--- src/sv/mm3_pkg.sv ---
// Shared constants, the queue entry type and the byte-mask helper for the MurmurHash3 x64-128 core.
package mm3_pkg;

    // Body mix multipliers and lane offsets.
    localparam logic [63:0] MIX_C1    = 64'h87c37b91114253d5;
    localparam logic [63:0] MIX_C2    = 64'h4cf5ad432745937f;
    localparam logic [63:0] LANE1_ADD = 64'h0000000052dce729;
    localparam logic [63:0] LANE2_ADD = 64'h0000000038495ab5;

    // Final avalanche multipliers.
    localparam logic [63:0] FIN_M1 = 64'hff51afd7ed558ccd;
    localparam logic [63:0] FIN_M2 = 64'hc4ceb9fe1a85ec53;

    localparam logic [4:0] BLOCK_BYTES = 5'd16;

    // Default depth of the queue between the front and the back.
    localparam int QUEUE_DEPTH = 2;

    // One classified block, as it waits in the queue.
    typedef struct packed {
        logic [63:0] word0;  // bytes 0..7, already masked
        logic [63:0] word1;  // bytes 8..15, already masked
        logic [4:0]  count;  // bytes that count toward the message length
        logic        full;   // full block: run the lane mix
        logic        last;   // finalize after this block
    } blk_t;

    // Keeps the lowest n bytes of a 64-bit word.
    function automatic logic [63:0] byte_mask(input logic [2:0] n);
        logic [63:0] m;
        m = '0;
        for (int i = 0; i < 8; i++) begin
            m[i*8 +: 8] = (3'(i) < n) ? 8'hff : 8'h00;
        end
        return m;
    endfunction

endpackage

--- src/sv/mm3_front.sv ---
// Front end: accepts requests, masks short last blocks and queues them for the back end.
module mm3_front #(
    parameter int QUEUE_DEPTH = mm3_pkg::QUEUE_DEPTH
) (
    input  logic          clk,
    input  logic          rst_n,
    input  logic          in_valid,
    output logic          in_stall,
    input  logic [63:0]   word_low,
    input  logic [63:0]   word_high,
    input  logic [4:0]    byte_count,
    input  logic          last_block,
    input  logic          q_pop,
    output logic          q_valid,
    output mm3_pkg::blk_t q_head
);

    localparam int PTR_W = $clog2(QUEUE_DEPTH);
    localparam int CNT_W = $clog2(QUEUE_DEPTH + 1);

    mm3_pkg::blk_t    q_mem_reg [QUEUE_DEPTH];
    logic [PTR_W-1:0] wr_ptr_reg, wr_ptr_next;
    logic [PTR_W-1:0] rd_ptr_reg, rd_ptr_next;
    logic [CNT_W-1:0] fill_reg, fill_next;

    mm3_pkg::blk_t entry;
    logic          push;
    logic          pop;
    logic          full_blk;

    // A block that is not the last, or that claims 16 or more bytes, is a full block.
    always_comb
    begin
        full_blk    = !last_block || byte_count[4];
        entry.full  = full_blk;
        entry.last  = last_block;
        entry.count = full_blk ? mm3_pkg::BLOCK_BYTES : byte_count;
        if (full_blk || byte_count[3])
        begin
            entry.word0 = word_low;
        end
        else
        begin
            entry.word0 = word_low & mm3_pkg::byte_mask(byte_count[2:0]);
        end
        if (full_blk)
        begin
            entry.word1 = word_high;
        end
        else if (byte_count[3])
        begin
            // Eight to fifteen bytes: the high word keeps count minus eight bytes.
            entry.word1 = word_high & mm3_pkg::byte_mask(byte_count[2:0]);
        end
        else
        begin
            entry.word1 = '0;
        end
    end

    assign in_stall = (fill_reg == CNT_W'(QUEUE_DEPTH));
    assign q_valid  = (fill_reg != '0);
    assign q_head   = q_mem_reg[rd_ptr_reg];
    assign push     = in_valid && !in_stall;
    assign pop      = q_pop && q_valid;

    always_comb
    begin
        wr_ptr_next = wr_ptr_reg;
        rd_ptr_next = rd_ptr_reg;
        fill_next   = fill_reg;
        if (push)
        begin
            wr_ptr_next = (wr_ptr_reg == PTR_W'(QUEUE_DEPTH - 1)) ? '0 : wr_ptr_reg + PTR_W'(1);
        end
        if (pop)
        begin
            rd_ptr_next = (rd_ptr_reg == PTR_W'(QUEUE_DEPTH - 1)) ? '0 : rd_ptr_reg + PTR_W'(1);
        end
        if (push && !pop)
        begin
            fill_next = fill_reg + CNT_W'(1);
        end
        else if (pop && !push)
        begin
            fill_next = fill_reg - CNT_W'(1);
        end
    end

    always_ff @(posedge clk or negedge rst_n)
    begin
        if (!rst_n)
        begin
            wr_ptr_reg <= '0;
            rd_ptr_reg <= '0;
            fill_reg   <= '0;
        end
        else
        begin
            wr_ptr_reg <= wr_ptr_next;
            rd_ptr_reg <= rd_ptr_next;
            fill_reg   <= fill_next;
        end
    end

    always_ff @(posedge clk)
    begin
        if (push)
        begin
            q_mem_reg[wr_ptr_reg] <= entry;
        end
    end

endmodule

--- config.mk ---
export PLATFORM = sky130hd
export DESIGN_NAME = mm3_front
export DESIGN_NICKNAME = d
export VERILOG_FILES = /design/src/sv/mm3_pkg.sv /design/src/sv/mm3_front.sv
export SDC_FILE = /design/constraint.sdc
export NUM_CORES = 1
export LEC_CHECK = 0
export BUFFER_PORTS_ARGS = -buffer_cell sky130_fd_sc_hd__buf_2
export CAP_MARGIN = 20
export CORE_ASPECT_RATIO = 2
export CORE_UTILIZATION = 45
export CTS_BUF_LIST = sky130_fd_sc_hd__clkbuf_2 sky130_fd_sc_hd__clkbuf_4 sky130_fd_sc_hd__clkbuf_8
export DETAILED_ROUTE_END_ITERATION = 8
export PLACE_DENSITY = 0.69
export RECOVER_POWER = 50
export SETUP_SLACK_MARGIN = 0.05
export SYNTH_ARGS = -nofsm -noshare
export SYNTH_HDL_FRONTEND = slang
export SYNTH_SLANG_ARGS = --single-unit
--- constraint.sdc ---
create_clock -name clk -period 8.85 [get_ports clk]
set_clock_uncertainty 0.2 [all_clocks]
set_input_delay 0.885 -clock clk [delete_from_list [all_inputs] [get_ports clk]]
set_output_delay 0.885 -clock clk [all_outputs]
set_load 0.005 [all_outputs]
==> results.json <==
{
  "run_status": "complete, but fails checks",
  "violations": "DRC, capacitance limit, slew limit",
  "crit_arrival_ns": 4.39,
  "cts_resized": 0,
  "largest_reg_flops": 270,
  "hold_ws_ns": 0.299,
  "grt_pass1_wl_um": 34400,
  "clkLatencyLatePin_ns": 0.53,
  "timing.rr.end": "q_mem_reg[1][109]",
  "path_cells": "buf_4 > mux2_2 > buf_2",
  "crit_type": "reg2out",
  "crit_path_max_fanout": 75,
  "top_layer": "met4",
  "antenna_left": 0,
  "vias": 6064,
  "syn_to_final_growth_pct": 21.8,
  "drt-met1-wl_um": 7670,
  "synth_top_area_share": 0.740,
  "post_cts_buffers": 0,
  "final_nets": 1042,
  "min_from": "fill_reg[1]",
  "required_ns": 7.77,
  "drive_gt1_frac": 0.508,
  "cts_tree": "done",
  "final-hold-violation-count": 0,
  "max-cap-violations": 3,
  "final_area_sq_um": 13300,
  "rsz0062_at_grt": "no",
  "ys_seq_area_frac": 0.749,
  "dieArea_sq_um": 25000,
  "dp_hpwl_um": 16100,
  "setup_viol": 0,
  "r2r_start": "fill_reg[0]",
  "start_util": 0.458,
  "hp-class": "reg2reg",
  "antenna_found_initial": 12,
  "peakVddDrop_uv": 397,
  "grt_usage": 0.188,
  "io_pins": 275,
  "row_count": 80,
  "layout_commonest_cell": "buf_2",
  "cts.clk_slew.worst_paths_ns": 0.06,
  "stdcell_count": 1227,
  "core_area_sq_um": 23900,
  "avgSynthCellArea_sq_um": 18.1,
  "fin_setup_tns_ns": 0,
  "dr_wl_met2_um": 13900,
  "timing.fmax_ghz": 0.183,
  "numCtsBuffers": 39,
  "slew_violations": 139,
  "die_h_um": 223,
  "grt-ovfl-total": 0,
  "placed_area_sq_um": 12600,
  "io_buffers": 274,
  "holdPathStages": 1,
  "slew_headroom": -0.985,
  "die_width_um": 112,
  "cpPeakStageDelay_ns": 2.13,
  "yosys_warnings": 0,
  "period_needed_ns": 5.47,
  "fin_crit_sh": 0.618,
  "wl_um": 23800,
  "min_to": "fill_reg[1]",
  "ctsRootBufferMaster": "clkbuf_8",
  "avgViaCountPerCell": 4.94,
  "yosysTopAreaCell": "edfxtp_1",
  "total_power_uw": 3970,
  "cts_buffer_depth": 3,
  "layout_common_cells": "buf_2 (272), edfxtp_1 (270), mux2_2 (135)",
  "total_leakage_power_uw": 0.00502,
  "drc_errors": 14,
  "slowest_stage": "dfrtp_1",
  "critPathTopFamily": "flip-flops",
  "cp-start-kind": "flip-flop",
  "wl_met3_um": 1190,
  "reg2reg_slack_ns": 4.35,
  "syn-num-nets": 743,
  "ys_top_cells_by_area": "edfxtp_1 (74%), mux2_2 (14%), and2_1 (6.1%), nor2b_1 (0.97%), dfrtp_1 (0.91%)",
  "worst_pin_slew_ns": 2.98,
  "synth_cells": 604,
  "firstDrtPassIters": 6,
  "drt-wirelength-per-cell_um": 19.4,
  "cts_num_sinks": 274,
  "drtIter0Drc": 309,
  "grt_max_degree": 136,
  "end_kind": "primary output",
  "grt_pass1_vias": 6422,
  "gp_congestion": 0.789,
  "power_density_nw_per_um2": 297,
  "htree_levels": 2,
  "rr_worst_depth": 3,
  "synth-seq-cells": 274,
  "path_buf_inv": 2,
  "synth.distinct_cells": 29,
  "syn-cell-area_sq_um": 11000,
  "placed_cells": 1148
}
metrics by stage:
step / util / setup WS [ns]
4_1_cts: 0.559 / 4.57
5_1_grt: 0.558 / 3.06
3_5_place_dp: 0.527 / 5.17
6_report: 0.558 / 3.38
3_3_place_gp: 0.527 / 5.19
2_1_floorplan: - / 1.44
report_power, final:
group	internal [uW]	switching (uW)	leakage (uW)	total (uW)
clock	519	439	0.000398	958
sequential	1790	124	0.00257	1920
combinational	556	535	0.00205	1090
total	2870	1100	0.00502	3970
worst max-delay path by stage:
stage,from,endpoint,slack [ns],cells after the start
detailed placement,rd_ptr_reg,q_head[23],5.17,3
finish,rd_ptr_reg,q_head[112],3.38,3
global placement,rd_ptr_reg,q_head[105],5.19,3
floorplan,in_valid,q_mem_reg[0][0],1.44,2
global route,rd_ptr_reg,q_head[106],3.06,3
CTS,rd_ptr_reg,q_head[23],4.57,3
cell usage after synthesis:
cell,count
nand2_1,9
nand3_1,1
nor2b_1,17
edfxtp_1,270
buf_2,11
o21ai_1,1
buf_6,1
nor2_1,5
o21ai_2,4
xor2_1,2
nor3_1,1
mux2_2,135
o21ai_0,1
and2_1,107
inv_1,5
ha_1,1
nand2_2,3
or2_2,1
dfrtp_1,4
clkbuf_1,2
a21oi_2,1
a21o_1,1
and3_1,1
nor3b_2,1
nand2b_1,1
and2b_1,8
xnor2_1,3
buf_4,6
nor4b_4,1
final cells by class:
cell class,count,area (sq um)
Tap cell,287,359
Antenna cell,12,30.0
Multi-Input combinational cell,305,2570
Timing Repair Buffer,278,1410
Clock buffer,54,674
Clock inverter,12,75.1
Fill cell,1984,10600
Inverter,5,18.8
Sequential cell,274,8210
logic make-up (layout without fill, tap and decap cells):
family,count (synthesis),in the layout,share of synthesized area
XOR/XNOR,5,5,0.00400
other,0,12,0
multiplexers,135,135,0.139
AND/OR/NAND/NOR,156,156,0.0887
flip-flops,274,274,0.749
buffers and inverters,25,349,0.0126
AO/OA/AOI/OAI,8,8,0.00560
adder cells (fa/ha/maj),1,1,0.00114
timing repair:
item | CTS | global route
endpoints found under the setup margin | 0 | 0
hold buffers | 1 | 0
endpoints found under the hold margin | 4 | 0
metal layers:
layer | vias to the layer above | global-route usage
li1 | 2858 | -
met1 | 2942 | 0.166
met2 | 205 | 0.366
met3 | 59 | 0.0426
met4 | 0 | 0.123
met5 | - | 0
Power figures use the tool's default switching activity.
